File: config.mk
export PLATFORM = sky130hd
export DESIGN_NAME = iff_ctrl
export DESIGN_NICKNAME = d
export VERILOG_FILES = /design/src/rtl/iff_pkg.sv /design/src/rtl/iff_ctrl.sv
export SDC_FILE = /design/constraint.sdc
export NUM_CORES = 1
export LEC_CHECK = 0
export ABC_AREA = 1
export BUFFER_PORTS_ARGS = -buffer_cell sky130_fd_sc_hd__buf_2
export CAP_MARGIN = 20
export CORE_MARGIN = 2
export CORE_UTILIZATION = 45
export CTS_BUF_LIST = sky130_fd_sc_hd__clkbuf_8
export CTS_CLUSTER_DIAMETER = 50
export DETAILED_ROUTE_END_ITERATION = 7
export GPL_ROUTABILITY_DRIVEN = 1
export PLACE_DENSITY = 0.74
export SYNTH_ARGS = -nofsm -noshare
export SYNTH_HDL_FRONTEND = slang
export SYNTH_SLANG_ARGS = --single-unit
export TNS_END_PERCENT = 1
File: constraint.sdc
create_clock -name clk -period 3.3 [get_ports clk]
set_input_delay 0 -clock clk [delete_from_list [all_inputs] [get_ports clk]]
set_output_delay 0 -clock clk [all_outputs]
set_load 0.02 [all_outputs]
File: src/rtl/iff_pkg.sv
// Shared types, constants and helpers for the image flood fill block.
// Used by iff_ctrl and image_flood_fill_core; depends on nothing else.
package iff_pkg;

  localparam int MAX_ROWS   = 64;
  localparam int MAX_COLS   = 64;
  localparam int PIXEL_BITS = 16;

  localparam int ROW_W     = 6;
  localparam int COL_W     = 6;
  localparam int VAL_W     = 16;
  localparam int CMD_W     = 2;
  localparam int SIZE_W    = 7;
  localparam int CFG_IDX_W = 1;

  localparam int CELLS   = MAX_ROWS * MAX_COLS;
  localparam int ADDR_W  = $clog2(CELLS);
  localparam int DEPTH_W = ADDR_W + 1;

  typedef logic [CMD_W-1:0] cmd_t;
  localparam cmd_t CMD_WRITE = 2'd0;
  localparam cmd_t CMD_FILL  = 2'd1;
  localparam cmd_t CMD_READ  = 2'd2;

  typedef logic [CFG_IDX_W-1:0] cfg_idx_t;
  localparam cfg_idx_t CFG_ROWS = 1'b0;
  localparam cfg_idx_t CFG_COLS = 1'b1;

  typedef logic [PIXEL_BITS-1:0] pixel_t;
  typedef logic [ADDR_W-1:0]     addr_t;

  typedef struct packed {
    cmd_t             command;
    logic [ROW_W-1:0] row_index;
    logic [COL_W-1:0] col_index;
    logic [VAL_W-1:0] pixel_value;
  } in_item_t;

  typedef struct packed {
    logic [VAL_W-1:0] read_value;
    logic             out_of_range;
  } out_item_t;

  typedef struct packed {
    logic [ROW_W-1:0] row;
    logic [COL_W-1:0] col;
  } coord_t;

  typedef struct packed {
    logic   we;
    addr_t  waddr;
    pixel_t wdata;
    addr_t  raddr;
  } img_req_t;

  typedef struct packed {
    logic  we;
    addr_t waddr;
    logic  wdata;
    addr_t raddr;
  } vis_req_t;

  typedef struct packed {
    logic   we;
    addr_t  waddr;
    coord_t wdata;
    addr_t  raddr;
  } stk_req_t;

  function automatic addr_t cell_addr(coord_t c);
    int unsigned a;
    a = int'(c.row) * MAX_COLS + int'(c.col);
    return a[ADDR_W-1:0];
  endfunction

endpackage

File: src/rtl/iff_ctrl.sv
// Command sequencer and flood fill walker for the image flood fill block.
// Depends on iff_pkg; drives the image, visited and stack RAMs in the top level.
module iff_ctrl (
  input  logic              clk,
  input  logic              rst_n,
  input  logic              in_valid,
  output logic              in_stall,
  input  iff_pkg::in_item_t in_data,
  output logic              out_valid,
  input  logic              out_stall,
  output iff_pkg::out_item_t out_data,
  input  logic [iff_pkg::SIZE_W-1:0] rows_in_use,
  input  logic [iff_pkg::SIZE_W-1:0] cols_in_use,
  output iff_pkg::img_req_t img_req,
  input  iff_pkg::pixel_t   img_rdata,
  output iff_pkg::vis_req_t vis_req,
  input  logic              vis_rdata,
  output iff_pkg::stk_req_t stk_req,
  input  iff_pkg::coord_t   stk_rdata
);
  import iff_pkg::*;

  typedef enum logic [3:0] {
    S_IDLE, S_READ, S_CMD, S_CLEAR, S_START, S_POP, S_POPW, S_NB, S_NBCHK, S_DONE
  } state_t;

  localparam logic [1:0] DIR_RIGHT = 2'd0;
  localparam logic [1:0] DIR_LEFT  = 2'd1;
  localparam logic [1:0] DIR_DOWN  = 2'd2;
  localparam logic [1:0] DIR_UP    = 2'd3;

  state_t               state_r;
  cmd_t                 cmd_r;
  coord_t               pos_r;
  pixel_t               val_r;
  pixel_t               before_r;
  pixel_t               old_r;
  logic                 oor_r;
  addr_t                clr_r;
  logic [DEPTH_W-1:0]   depth_r;
  coord_t               cur_r;
  coord_t               nb_r;
  logic [1:0]           dir_r;
  logic                 out_valid_r;
  out_item_t            out_item_r;

  logic                 accept;
  logic                 in_range;
  coord_t               nb;
  logic                 nb_ok;
  logic                 push_hit;
  logic [SIZE_W-1:0]    row_ext;
  logic [SIZE_W-1:0]    col_ext;
  logic [SIZE_W-1:0]    rows_lim;
  logic [SIZE_W-1:0]    cols_lim;

  assign in_stall  = (state_r != S_IDLE);
  assign accept    = in_valid && !in_stall;
  assign out_valid = out_valid_r;
  assign out_data  = out_item_r;

  assign in_range = ({1'b0, in_data.row_index} < rows_in_use) &&
                    ({1'b0, in_data.col_index} < cols_in_use);

  assign rows_lim = (rows_in_use > SIZE_W'(MAX_ROWS)) ? SIZE_W'(MAX_ROWS) : rows_in_use;
  assign cols_lim = (cols_in_use > SIZE_W'(MAX_COLS)) ? SIZE_W'(MAX_COLS) : cols_in_use;

  assign row_ext = {1'b0, cur_r.row};
  assign col_ext = {1'b0, cur_r.col};

  always_comb begin
    nb    = cur_r;
    nb_ok = 1'b0;
    unique case (dir_r)
      DIR_RIGHT: begin
        nb.col = cur_r.col + 1'b1;
        nb_ok  = (col_ext + 1'b1) < cols_lim;
      end
      DIR_LEFT: begin
        nb.col = cur_r.col - 1'b1;
        nb_ok  = (cur_r.col != '0);
      end
      DIR_DOWN: begin
        nb.row = cur_r.row + 1'b1;
        nb_ok  = (row_ext + 1'b1) < rows_lim;
      end
      DIR_UP: begin
        nb.row = cur_r.row - 1'b1;
        nb_ok  = (cur_r.row != '0);
      end
      default: begin
        nb_ok = 1'b0;
      end
    endcase
  end

  assign push_hit = !vis_rdata && (img_rdata == old_r);

  always_comb begin
    img_req       = '0;
    vis_req       = '0;
    stk_req       = '0;
    img_req.raddr = (state_r == S_NB) ? cell_addr(nb) : cell_addr(pos_r);
    vis_req.raddr = cell_addr(nb);
    stk_req.raddr = depth_r[ADDR_W-1:0] - 1'b1;
    unique case (state_r)
      S_CMD: begin
        img_req.we    = (cmd_r == CMD_WRITE);
        img_req.waddr = cell_addr(pos_r);
        img_req.wdata = val_r;
      end
      S_CLEAR: begin
        vis_req.we    = 1'b1;
        vis_req.waddr = clr_r;
        vis_req.wdata = 1'b0;
      end
      S_START: begin
        vis_req.we    = 1'b1;
        vis_req.waddr = cell_addr(pos_r);
        vis_req.wdata = 1'b1;
        stk_req.we    = 1'b1;
        stk_req.waddr = '0;
        stk_req.wdata = pos_r;
      end
      S_POPW: begin
        img_req.we    = 1'b1;
        img_req.waddr = cell_addr(stk_rdata);
        img_req.wdata = val_r;
      end
      S_NBCHK: begin
        vis_req.we    = push_hit;
        vis_req.waddr = cell_addr(nb_r);
        vis_req.wdata = 1'b1;
        stk_req.we    = push_hit && (depth_r < DEPTH_W'(CELLS));
        stk_req.waddr = depth_r[ADDR_W-1:0];
        stk_req.wdata = nb_r;
      end
      default: begin
      end
    endcase
  end

  always_ff @(posedge clk) begin
    if (!rst_n) begin
      state_r     <= S_IDLE;
      out_valid_r <= 1'b0;
      depth_r     <= '0;
      dir_r       <= DIR_RIGHT;
    end else begin
      if (out_valid_r && !out_stall && (state_r != S_DONE)) begin
        out_valid_r <= 1'b0;
      end
      unique case (state_r)
        S_IDLE: begin
          if (accept) begin
            cmd_r     <= in_data.command;
            pos_r.row <= in_data.row_index;
            pos_r.col <= in_data.col_index;
            val_r     <= PIXEL_BITS'(in_data.pixel_value);
            oor_r     <= !in_range;
            before_r  <= '0;
            state_r   <= in_range ? S_READ : S_DONE;
          end
        end
        S_READ: begin
          state_r <= S_CMD;
        end
        S_CMD: begin
          before_r <= img_rdata;
          old_r    <= img_rdata;
          clr_r    <= '0;
          state_r  <= (cmd_r == CMD_FILL) ? S_CLEAR : S_DONE;
        end
        S_CLEAR: begin
          clr_r <= clr_r + 1'b1;
          if (clr_r == ADDR_W'(CELLS - 1)) begin
            state_r <= S_START;
          end
        end
        S_START: begin
          depth_r <= DEPTH_W'(1);
          state_r <= S_POP;
        end
        S_POP: begin
          if (depth_r == '0) begin
            state_r <= S_DONE;
          end else begin
            depth_r <= depth_r - 1'b1;
            state_r <= S_POPW;
          end
        end
        S_POPW: begin
          cur_r   <= stk_rdata;
          dir_r   <= DIR_RIGHT;
          state_r <= S_NB;
        end
        S_NB: begin
          if (nb_ok) begin
            nb_r    <= nb;
            state_r <= S_NBCHK;
          end else begin
            dir_r <= dir_r + 1'b1;
            if (dir_r == DIR_UP) begin
              state_r <= S_POP;
            end
          end
        end
        S_NBCHK: begin
          if (push_hit && (depth_r < DEPTH_W'(CELLS))) begin
            depth_r <= depth_r + 1'b1;
          end
          dir_r   <= dir_r + 1'b1;
          state_r <= (dir_r == DIR_UP) ? S_POP : S_NB;
        end
        S_DONE: begin
          if (!out_valid_r || !out_stall) begin
            out_item_r.read_value   <= VAL_W'(before_r);
            out_item_r.out_of_range <= oor_r;
            out_valid_r             <= 1'b1;
            state_r                 <= S_IDLE;
          end
        end
        default: begin
          state_r <= S_IDLE;
        end
      endcase
    end
  end

endmodule

Yosys cells after proc, flatten, opt, wreduce, memory -nomap -nowiden
Cells that the tools add are included.

storage, ports and cells
  input bits = 77
  logic and storage cells = 126
  output and inout bits = 123
  register bits after elaboration = 136

operators by class
  eq/ne operators = 23
  mux-type cells = 30
  add/sub/neg operators = 15
  magnitude comparators = 7
  reduce and logical (&&, ||, !) cells = 33

operators by type and width
  kind                     number
  $pmux W29 S2             1
  $pmux W25 S2             1
  $add A12 B6 Y12          4
  $pmux W14 S3             1
  $pmux W4 S10             1
  $pmux W13 S3             1
  $mux W4                  8
  $pmux W16 S2             1
  $mux W13                 2
  $pmux W12 S2             1
  $pmux W6 S2              2
  $eq A16 B16 Y1           1
  $eq A4 B3 Y1 const B     4
  $mux W16                 1
  $reduce_and A3 Y1        5
  $add A6 B1 Y7 const B    2
  $gt A7 B7 Y1 const B     2
  $lt A6 B7 Y1             2
  $lt A7 B7 Y1             2
  $mux W7                  2
  $add A13 B1 Y13 const B  1
  $logic_not A13 Y1        1
  $lt A13 B13 Y1 const B   1
  $sub A13 B1 Y13 const B  1
  other kinds (30)         60

Depth between registers and ports, before layout
Gate-level depths: netlist of the first run.

  word-level depth = 6
  mapped depth = 17
  depth with buffers taken out = 17

Worst setup path before layout of the first run
OpenSTA, ideal clock, no wires.

  kind = reg-to-reg
  start = register cur_r, in the netlist col_ext[0]
  end = register nb_r[0] (netlist name), enable pin
  data required time = 2.920 ns
  setup slack = 0.633 ns
  cell stages (with the launch flop) = 12
  data arrival time = 2.287 ns
  period minus slack after synthesis = 2.667 ns
  buffers on the path = 0
  setup time = 0.380 ns
  path through = edfxtp_1 ha_1 nand3_1 xor2_1 inv_1 ha_1 a21oi_1 o21a_1 nand2_1 nand2_1 nand3_1 nor2_1

between the ends
  word-level cells in the longest chain between the ends = 4
  elaborated cells on any way between the ends = 5
  those cells by class = 1 x add/sub; 1 x order compare; 1 x mux; 2 x reduce/logical

RTL lines
  element                        line             source
  from (decl)                    iff_ctrl.sv:41   coord_t cur_r;
  from (signal assigned)         iff_ctrl.sv:193  cur_r <= stk_rdata;
  $add A6 B1 Y7                  iff_ctrl.sv:77   nb_ok = (col_ext + 1'b1) < cols_lim;
  $lt A7 B7 Y1                   iff_ctrl.sv:77
  $pmux W1 S4 *                  iff_ctrl.sv:74   unique case (dir_r)
  $reduce_and A3 Y1 (no line) *  n/a
  to (signal assigned)           iff_ctrl.sv:199  nb_r <= nb;
  to (decl)                      iff_ctrl.sv:42   coord_t nb_r;

Every way passes the cells marked *; elsewhere a longest branch is shown, timed or not.
A chain may end at the register's enable or synchronous reset.

==> results.json, run 1 <==
{
  "syn_inst": 972,
  "ant_nets": 0,
  "synth.area.top_cells": "edfxtp_1 (42%), ha_1 (9.5%), nand2_1 (9.3%)",
  "diodes": 0,
  "detail_route.vias_per_cell": 5.01,
  "cts_inserted_buffers": 17,
  "detail_route.wirelength_um": 22600,
  "timing.max_cap.violations": 0,
  "cts.sink_count": 136,
  "synth_enable_flop_cells": 116,
  "crit_family": "compound AO/OA/AOI/OAI gates",
  "core.rowCount": 49,
  "top_area_cell_type_share_of_the_netlist_area": 0.420,
  "count_of_warnings_emitted_by_yosys": 0,
  "worstHoldPathCells": 5,
  "power.share.combinational": 0.435,
  "ys_async_sr_fraction": 0,
  "clkSlewWorstSetupHoldPaths_ps": 80,
  "initial_utilization": 0.460,
  "first_pass_grt_wire_length_um": 36500,
  "synth.net_count": 1115,
  "path_buf_inv": 2,
  "dominantRegCellSynth": "edfxtp_1",
  "clock_tree_from_tritoncts": "done",
  "critical-path-slowest-cell": "o21ai_0",
  "startpoint_type": "flip-flop",
  "synth.yosys.seq_area_share": 0.468,
  "number_of_global_route_vias_before_repair": 7276,
  "chipWidth_um": 140,
  "power.switching_fraction": 0.425,
  "crit_path_max_incr_delay_ps": 560,
  "design.core.area_um2": 18000,
  "grt_setup_unrepaired": "false",
  "worst_slew_pin_slew_ps": 861,
  "multi_input_comb_area_um2": 3750,
  "capturing_element_type_of_the_critical_path": "primary output",
  "cts_max_level": 4,
  "postCtsResizedCells": 0,
  "worstRegToRegCells": 13,
  "routedWlPerCell_um": 15.2,
  "setup_viol": 0,
  "power_switching_w": 0.00285,
  "synth_seq_cells": 136,
  "final.fill_count": 1609,
  "top_level_ports": 200,
  "portBuffers": 199,
  "fin_crit_ps": 3000,
  "finalMaxSlewViolations": 0,
  "dpl_worst_slack_ps": 657,
  "power.sequential.fraction": 0.341,
  "grt_antenna_before_repair": 0,
  "design.die.area_um2": 19500,
  "cp_cell_sequence": "inv_1, ha_1, ha_1, a21oi_1, nand2_1, nand2_1, o21ai_0, o21ai_0, nand2_1, o21ai_0, buf_2",
  "finalHoldViolCount": 0,
  "synth_area_leader_cell": "edfxtp_1",
  "ctsLongestPathBuffers": 2,
  "clock_group_share_of_total_power": 0.224,
  "power-per-cell-area_nw_per_um2": 632,
  "grt_overflow_total": 0,
  "cts_root_buffer": "clkbuf_8",
  "outcome": "finished clean",
  "drive_gt1_frac": 0.212,
  "max_clock_freq_mhz": 333,
  "synthesis.area_um2": 8290,
  "vias": 7451,
  "place_congestion": 0.917,
  "final_period_util": 0.910,
  "timing.reg2reg.setup_slack_ps": 580,
  "crit_cells": 11,
  "detail_route.iter0.violations": 585,
  "worst_slew_margin_rel": 0.425,
  "post-route-drc-count": 0,
  "post_route_setup_tns_ps": 0,
  "area.sequential_um2": 3880,
  "most_numerous_cell_types_in_the_synthesized_netlist": "nand2_1 (205), inv_1 (147), edfxtp_1 (116), nor2_1 (104), nand3_1 (70)",
  "dpl.hpwl_um": 16300,
  "synth.lib_cells_used.distinct": 38,
  "power_report.internal_total_w": 0.00386,
  "overall_routing_resource_usage": 0.234,
  "grt_max_degree": 32,
  "die_height_um": 140,
  "critical_path_required_ps": 3300,
  "postLayoutSetupSlackWorst_ps": 298,
  "syn_area_per_cell_um2": 8.53,
  "final.setup_skew_ps": 16.0,
  "critical_path.max_fanout": 9,
  "total_leakage_power_nw": 5.21,
  "whs_ps": 133,
  "synth_most_common_cell": "nand2_1",
  "timing.hold.worst.class": "in2reg",
  "category_of_the_most_critical_setup_path": "reg2out",
  "max-vdd-ir-drop_v": 0.000540,
  "arrival_ps": 3000,
  "clock_insertion_delay_worst_skew_ps": 470,
  "num-nets-final": 1387,
  "area.growth.synth_to_final_pct": 28.0,
  "first_pass_iteration_count_of_the_detailed_router": 5
}
## final cells by class
cell class                 count  area share
clock buffer                  17      0.0220
clock inverter                15      0.0180
inverter                     153      0.0542
multi-input combinational    664       0.353
sequential                   136       0.366
tap                          229      0.0270
timing repair buffer         272       0.160
## worst reg2reg max path, delay by kind of cell (launching register included)
kind	cells	cell delay [ps]
simple gates	9	990
flops	1	880
fa+ha+maj	1	400
buf+inv	2	240
compound gates	1	150
## cell families after synthesis
family,after synthesis,synth area share
buf+inv,172,0.0807
xor+xnor,38,0.0401
simple gates,420,0.216
compound gates,140,0.0928
flops,136,0.468
fa+ha+maj,66,0.102
## sequential cells by signal (all words and copies together) (netlist names)
name and cells:
state_r 4, cmd_r 2, before_r 16, oor_r 1, pos_r 12, col_ext 6, nb_r 12, old_r 16
clr_r 12, dir_r 2, val_r 16, depth_r 13, cur_r 6, out_valid 1, out_data 17
## layer usage
layer	track usage	vias to the layer above	routed length (µm)
li1	-	3746	-
met1	0.301	3380	9490
met2	0.402	284	11100
met3	0.0454	41	1510
met4	0.0705	0	484
met5	0	-	0
## cells in the final DEF (no fill, tap or decap), types with 4 or more instances in the layout
master	instances
inv_1	147
buf_4	13
nor3_1	11
dfxtp_1	20
o21bai_1	9
buf_2	199
xor2_1	23
inv_2	5
edfxtp_1	116
xnor2_1	15
clkbuf_8	17
dlygate4sd3_1	60
nand2_1	205
ha_1	63
a21oi_1	53
nor2_4	4
o211ai_1	4
nor2_1	103
nor2_2	5
a21o_1	6
o21ai_0	60
nand4_1	9
nand3_1	70
## per-stage QoR
step	std cells	total power (W)	util	cell area (µm²)
after detailed placement	1394	0.00514	0.532	9590
final	1486	0.00671	0.589	10600
after floorplan	972	0.00429	-	8290
after CTS	1486	0.00667	0.589	10600
after global routing	1486	0.00712	0.589	10600
after global placement	1394	0.00511	0.532	9590
## what timing repair did
| action | CTS | global route |
|---|---|---|
| hold buffers | 60 | 0 |
| endpoints found under the hold margin | 78 | 0 |
| buffers inserted | 0 | 0 |
## final timing paths
kind,to,start
min reg2reg,out_data[11]$_DFFE_PP_,before_r[10]$_SDFFCE_PN0P_
min,state_r[2]$_SDFFE_PN0P_,in_valid
max,img_req[3],dir_r[1]$_SDFFE_PN0P_
max reg2reg,depth_r[12]$_SDFFE_PN0P_,state_r[2]$_SDFFE_PN0P_
## power groups by stage
| stage | clock network, W | logic [W] | registers (W) |
|---|---|---|---|
| detailed placement | 0 | 0.00282 | 0.00232 |
| global placement | 0 | 0.00279 | 0.00231 |
| floorplan | 0 | 0.00201 | 0.00228 |
| finish | 0.00150 | 0.00292 | 0.00229 |
| global route | 0.00158 | 0.00322 | 0.00231 |
| CTS | 0.00150 | 0.00289 | 0.00228 |
(Power assumes the default switching activity.)
==> run 2: changes to the inputs <==
--- a/config.mk
+++ b/config.mk
@@ -6,15 +6,15 @@
 export NUM_CORES = 1
 export LEC_CHECK = 0
 export ABC_AREA = 1
-export BUFFER_PORTS_ARGS = -buffer_cell sky130_fd_sc_hd__buf_2
 export CAP_MARGIN = 20
 export CORE_MARGIN = 2
 export CORE_UTILIZATION = 45
 export CTS_BUF_LIST = sky130_fd_sc_hd__clkbuf_8
 export CTS_CLUSTER_DIAMETER = 50
 export DETAILED_ROUTE_END_ITERATION = 7
+export DONT_BUFFER_PORTS = 1
 export GPL_ROUTABILITY_DRIVEN = 1
-export PLACE_DENSITY = 0.74
+export PLACE_DENSITY = 0.65
 export SYNTH_ARGS = -nofsm -noshare
 export SYNTH_HDL_FRONTEND = slang
 export SYNTH_SLANG_ARGS = --single-unit
==> run 2 against run 1 <==
  * Worst setup slack got worse by 36 ps
  * Via count down 9.4%
  * Die area unchanged
  * Sequential cell count unchanged
  * Global-route usage decreased by 1.4 points
  * Critical path type unchanged
  * Largest cell class unchanged
  * Highest routed layer unchanged
==> results.json, run 2 (synthesis gave the netlist of run 1 again) <==
{
  "outcome": "finished clean",
  "area.growth.synth_to_final_pct": 18.1,
  "final.fill_count": 1625,
  "final.setup_skew_ps": 10.3,
  "place_congestion": 0.910,
  "chipWidth_um": 140,
  "ant_nets": 0,
  "overall_routing_resource_usage": 0.221,
  "cts_inserted_buffers": 17,
  "grt_max_degree": 32,
  "cpMostUsedCell": "nand2_1",
  "routedWlPerCell_um": 16.2,
  "design.core.area_um2": 18000,
  "cts.sink_count": 136,
  "cts_root_buffer": "clkbuf_8",
  "clock_insertion_delay_worst_skew_ps": 450,
  "clock_tree_from_tritoncts": "done",
  "final_period_util": 0.921,
  "startpoint_type": "flip-flop",
  "total_leakage_power_nw": 4.46,
  "dpl.hpwl_um": 15900,
  "max_layer_used": "met4",
  "postCtsResizedCells": 0,
  "capturing_element_type_of_the_critical_path": "primary output",
  "category_of_the_most_critical_setup_path": "reg2out",
  "timing.max_cap.violations": 0,
  "post-route-drc-count": 0,
  "worst_slew_pin_slew_ps": 956,
  "core.rowCount": 49,
  "detail_route.iter0.violations": 420,
  "num-nets-final": 1213,
  "cts_max_level": 4,
  "post_route_total_power_w": 0.00638,
  "dpl_worst_slack_ps": 769,
  "grt_overflow_total": 0,
  "first_pass_iteration_count_of_the_detailed_router": 5,
  "crit_family": "simple AND/OR/NAND/NOR gates",
  "fin_crit_ps": 3040,
  "final_cell_mix": "nand2_1 (205), inv_1 (148), edfxtp_1 (116)",
  "met3WireLength_um": 1700,
  "clkSlewWorstSetupHoldPaths_ps": 70,
  "power-per-cell-area_nw_per_um2": 651,
  "portBuffers": 0,
  "critical_path.max_fanout": 9,
  "drive_gt1_frac": 0.0841,
  "worst_slew_margin_rel": 0.360,
  "timing.hold.worst.class": "in2reg",
  "critical-path-slowest-cell": "dfxtp_1",
  "die_height_um": 140,
  "arrival_ps": 3040,
  "vias": 6754,
  "initial_utilization": 0.460,
  "cts_setup_buffers": 0,
  "whs_ps": 19.1,
  "crit_path_max_incr_delay_ps": 380,
  "top_level_ports": 200,
  "setup_viol": 0,
  "post_route_setup_tns_ps": 0,
  "max-vdd-ir-drop_v": 0.000456,
  "met1_length_um": 9010,
  "postLayoutSetupSlackWorst_ps": 262,
  "max_clock_freq_mhz": 329,
  "finalMaxSlewViolations": 0,
  "path_buf_inv": 1,
  "detail_route.vias_per_cell": 5.15,
  "number_of_flip_flops_under_the_largest_register_name": 17,
  "number_of_global_route_vias_before_repair": 6770,
  "finalHoldViolCount": 0,
  "cp_cell_sequence": "inv_1, ha_1, ha_1, a21oi_1, nand2_1, nand2_1, nand2_1, a21oi_1, nand2_1, o21ai_0, nand2_1, nand2_1, nand2_1, nand2_1",
  "first_pass_grt_wire_length_um": 34100,
  "layout_commonest_cell": "nand2_1",
  "detail_route.wirelength_um": 21300,
  "grt_setup_unrepaired": "false",
  "wl_met2_um": 10100,
  "critical_path_required_ps": 3300,
  "design.die.area_um2": 19500,
  "grt_antenna_before_repair": 1,
  "ctsLongestPathBuffers": 2
}
## run 2: cell count changes in the layout (fill, tap and decap cells not counted), sizes merged
cell and change:
buf -176, clkinv -3, clkinvlp +3, dlygate4sd3 +2, diode +1, inv -1
## run 2: worst paths after layout
| check | startpoint | to | slack (ps) | cells past startpoint |
|---|---|---|---|---|
| max | dir_r[1]$_SDFFE_PN0P_ | img_req[5] | 260 | 14 |
| min | in_valid | state_r[2]$_SDFFE_PN0P_ | 20 | 4 |
| max reg2reg | col_ext[0]$_DFFE_PP_ | nb_r[6]$_DFFE_PP_ | 760 | 12 |
| min reg2reg | before_r[3]$_SDFFCE_PN0P_ | out_data[4]$_DFFE_PP_ | 420 | 0 |
## run 2: where the power goes
part	internal (W)	leakage [nW]	switching (W)
clock	0.000748	0.197	0.000677
combinational	0.000768	3.03	0.00191
sequential	0.00215	1.23	0.000124
## run 2: cell type report
class | instances | area, µm² | area share
multi-input combinational | 664 | 3750 | 0.383
sequential | 136 | 3880 | 0.396
timing repair buffer | 98 | 891 | 0.0909
inverter | 153 | 576 | 0.0587
clock buffer | 17 | 234 | 0.0239
antenna | 1 | 2.50 | 0.000255
tap | 229 | 287 | 0.0292
clock inverter | 14 | 173 | 0.0176
## run 2: metal layers
layer / GRT usage / vias to the layer above
met5: 0 / -
met2: 0.372 / 249
met4: 0.0689 / 0
li1: - / 3395
met1: 0.277 / 3078
met3: 0.0588 / 32
## run 2: through the flow
| step | cells | instance area, µm² | utilization |
|---|---|---|---|
| 5_1_grt | 1312 | 9800 | 0.544 |
| 6_report | 1312 | 9800 | 0.544 |
| 3_3_place_gp | 1218 | 8770 | 0.487 |
| 2_1_floorplan | 972 | 8290 | - |
| 3_5_place_dp | 1218 | 8770 | 0.487 |
| 4_1_cts | 1311 | 9800 | 0.544 |
## run 2: repair_timing
action                                  CTS  global route
hold buffers                             62             0
endpoints found under the setup margin    0             0
endpoints found under the hold margin    80             0
## run 2: worst min-delay path, cell delays in order
cell	delay, ps
o211ai_1	220
a21oi_2	70
nand3_1	80
a21oi_1	50
==> run 3: changes to the inputs <==
--- a/config.mk
+++ b/config.mk
@@ -8,13 +8,13 @@
 export ABC_AREA = 1
 export CAP_MARGIN = 20
 export CORE_MARGIN = 2
-export CORE_UTILIZATION = 45
+export CORE_UTILIZATION = 28
 export CTS_BUF_LIST = sky130_fd_sc_hd__clkbuf_8
 export CTS_CLUSTER_DIAMETER = 50
 export DETAILED_ROUTE_END_ITERATION = 7
 export DONT_BUFFER_PORTS = 1
 export GPL_ROUTABILITY_DRIVEN = 1
-export PLACE_DENSITY = 0.65
+export PLACE_DENSITY = 0.46
 export SYNTH_ARGS = -nofsm -noshare
 export SYNTH_HDL_FRONTEND = slang
 export SYNTH_SLANG_ARGS = --single-unit
==> run 3 against run 2 <==
  * Worst setup slack gained 44 ps
  * Total power grew 1.4%
  * Via count shrank 1.3%
  * Critical path type unchanged
==> results.json, run 3 (synthesis gave the netlist of run 1 again) <==
{
  "dpl.hpwl_um": 17800,
  "category_of_the_most_critical_setup_path": "reg2out",
  "max-vdd-ir-drop_v": 0.000273,
  "overall_routing_resource_usage": 0.154,
  "power-per-cell-area_nw_per_um2": 648,
  "post_route_setup_tns_ps": 0,
  "num-nets-final": 1212,
  "arrival_ps": 2990,
  "power_switching_w": 0.00279,
  "grt_antenna_before_repair": 2,
  "final.fill_count": 3053,
  "power.share.combinational": 0.422,
  "grt_setup_unrepaired": "false",
  "power_report.internal_total_w": 0.00368,
  "clock_insertion_delay_worst_skew_ps": 470,
  "post-route-drc-count": 0,
  "cpMostUsedCell": "nand2_1",
  "design_area_um2": 9990,
  "whs_ps": 17.9,
  "top_level_ports": 200,
  "first_pass_grt_wire_length_um": 36500,
  "first_pass_iteration_count_of_the_detailed_router": 5,
  "initial_utilization": 0.282,
  "vias": 6666,
  "startpoint_type": "flip-flop",
  "drive_gt1_frac": 0.0832,
  "ctsLongestPathBuffers": 2,
  "core.rowCount": 63,
  "worst_slew_pin_slew_ps": 956,
  "critical_path.max_fanout": 9,
  "instances_no_fill": 1474,
  "layout_commonest_cell": "nand2_1",
  "capturing_element_type_of_the_critical_path": "primary output",
  "clock_tree_from_tritoncts": "done",
  "timing.hold.worst.class": "in2reg",
  "timing.max_cap.violations": 0,
  "ant_nets": 0,
  "cts_root_buffer": "clkbuf_8",
  "grt_overflow_total": 0,
  "routedWlPerCell_um": 15.9,
  "outcome": "finished clean",
  "finalHoldViolCount": 0,
  "global_routing_s_busiest_layer": "met2",
  "detail_route.vias_per_cell": 4.52,
  "number_of_global_route_vias_before_repair": 6576,
  "chipWidth_um": 176,
  "timing.reg2reg.setup_slack_ps": 660,
  "grt.met3_usage": 0.0366,
  "cp_cell_sequence": "inv_1, ha_1, ha_1, a21oi_1, nand2_1, nand2_1, nand2_1, a21oi_1, nand2_1, o21ai_0, nand2_1, nand2_1, nand2_1, nand2_1",
  "final_period_util": 0.907,
  "clkSlewWorstSetupHoldPaths_ps": 80,
  "portBuffers": 0,
  "power.switching_fraction": 0.432,
  "design.die.area_um2": 31000,
  "setup_viol": 0,
  "grt_met1_use": 0.197,
  "die_height_um": 176,
  "cts_max_level": 4,
  "detail_route.wirelength_um": 23500,
  "dpl-instance-area_um2": 8960,
  "place_congestion": 0.831,
  "critical_path_required_ps": 3300,
  "max_clock_freq_mhz": 334,
  "fin_crit_ps": 2990,
  "number_of_flip_flops_under_the_largest_register_name": 17,
  "power.sequential.fraction": 0.352,
  "detail_route.iter0.violations": 405,
  "final_cell_mix": "nand2_1 (205), inv_1 (149), edfxtp_1 (116)",
  "globalRouteMet2Util": 0.257,
  "place_inst": 1378,
  "postCtsResizedCells": 0,
  "worst_slew_margin_rel": 0.356,
  "critical-path-slowest-cell": "dfxtp_1",
  "total_leakage_power_nw": 4.45,
  "design.core.area_um2": 29400,
  "area.growth.synth_to_final_pct": 20.5,
  "cts_inserted_buffers": 17,
  "final_core_utilization": 0.340,
  "grt_max_degree": 34,
  "finalMaxSlewViolations": 0,
  "final.setup_skew_ps": 14.7,
  "clock_group_share_of_total_power": 0.227,
  "cts.sink_count": 136,
  "crit_path_max_incr_delay_ps": 380
}
run 3: cell count changes in the layout (fill, tap and decap cells not counted):
cell | previous run | this run
buf_4 | 36 | 35
clkinv_4 | 1 | 2
inv_1 | 148 | 149
diode_2 | 1 | 2
clkinvlp_4 | 4 | 3
clkbuf_1 | 0 | 1
dlygate4sd3_1 | 62 | 60
clkinv_1 | 0 | 1
clkbuf_4 | 0 | 1
clkinv_2 | 2 | 1
run 3: power by group through the flow:
stage	Sequential (W)	Combinational, W	Clock, W
finish	0.00227	0.00273	0.00147
detailed placement	0.00232	0.00268	0
CTS	0.00228	0.00275	0.00153
global placement	0.00231	0.00269	0
floorplan	0.00228	0.00201	0
global route	0.00230	0.00302	0.00159
run 3: through the flow:
step	total power (W)	setup WS, ps
after floorplan	0.00429	633
after global placement	0.00500	772
after detailed placement	0.00500	713
after CTS	0.00656	288
after global routing	0.00691	9.93
final	0.00647	306
run 3: critical path, delay by kind of cell, from the launching register on:
family                   cells  cell delay (ps)
AND/OR/NAND/NOR              8              950
adder cells (fa/ha/maj)      2              680
AO/OA/AOI/OAI                3              440
flip-flops                   1              380
buffers and inverters        1               90
run 3: metal layers:
metal  up-vias  wire, µm
met5         -         0
met2       157     11200
met3        27      1160
li1       3393         -
met4         0       471
met1      3089     10700
run 3: worst paths after layout:
path | end | start | depth (start not counted)
max | img_req[5] | dir_r[1]$_SDFFE_PN0P_ | 14
min | state_r[2]$_SDFFE_PN0P_ | in_valid | 4
max reg2reg | nb_r[8]$_DFFE_PP_ | col_ext[0]$_DFFE_PP_ | 12
min reg2reg | out_data[12]$_DFFE_PP_ | before_r[11]$_SDFFCE_PN0P_ | 0
run 3: layout make-up:
type                       count  area [µm²]  share of cell area
tap                          390         488              0.0488
inverter                     153         576              0.0576
clock buffer                  17         234              0.0234
antenna                        2        5.00            0.000501
timing repair buffer          97         875              0.0875
multi-input combinational    664        3750               0.376
sequential                   136        3880               0.389
clock inverter                15         176              0.0177
run 3: repair_timing:
item / in CTS / in global routing
hold buffers: 60 / 0
buffers inserted: 0 / 0
hold endpoints to repair: 79 / 0
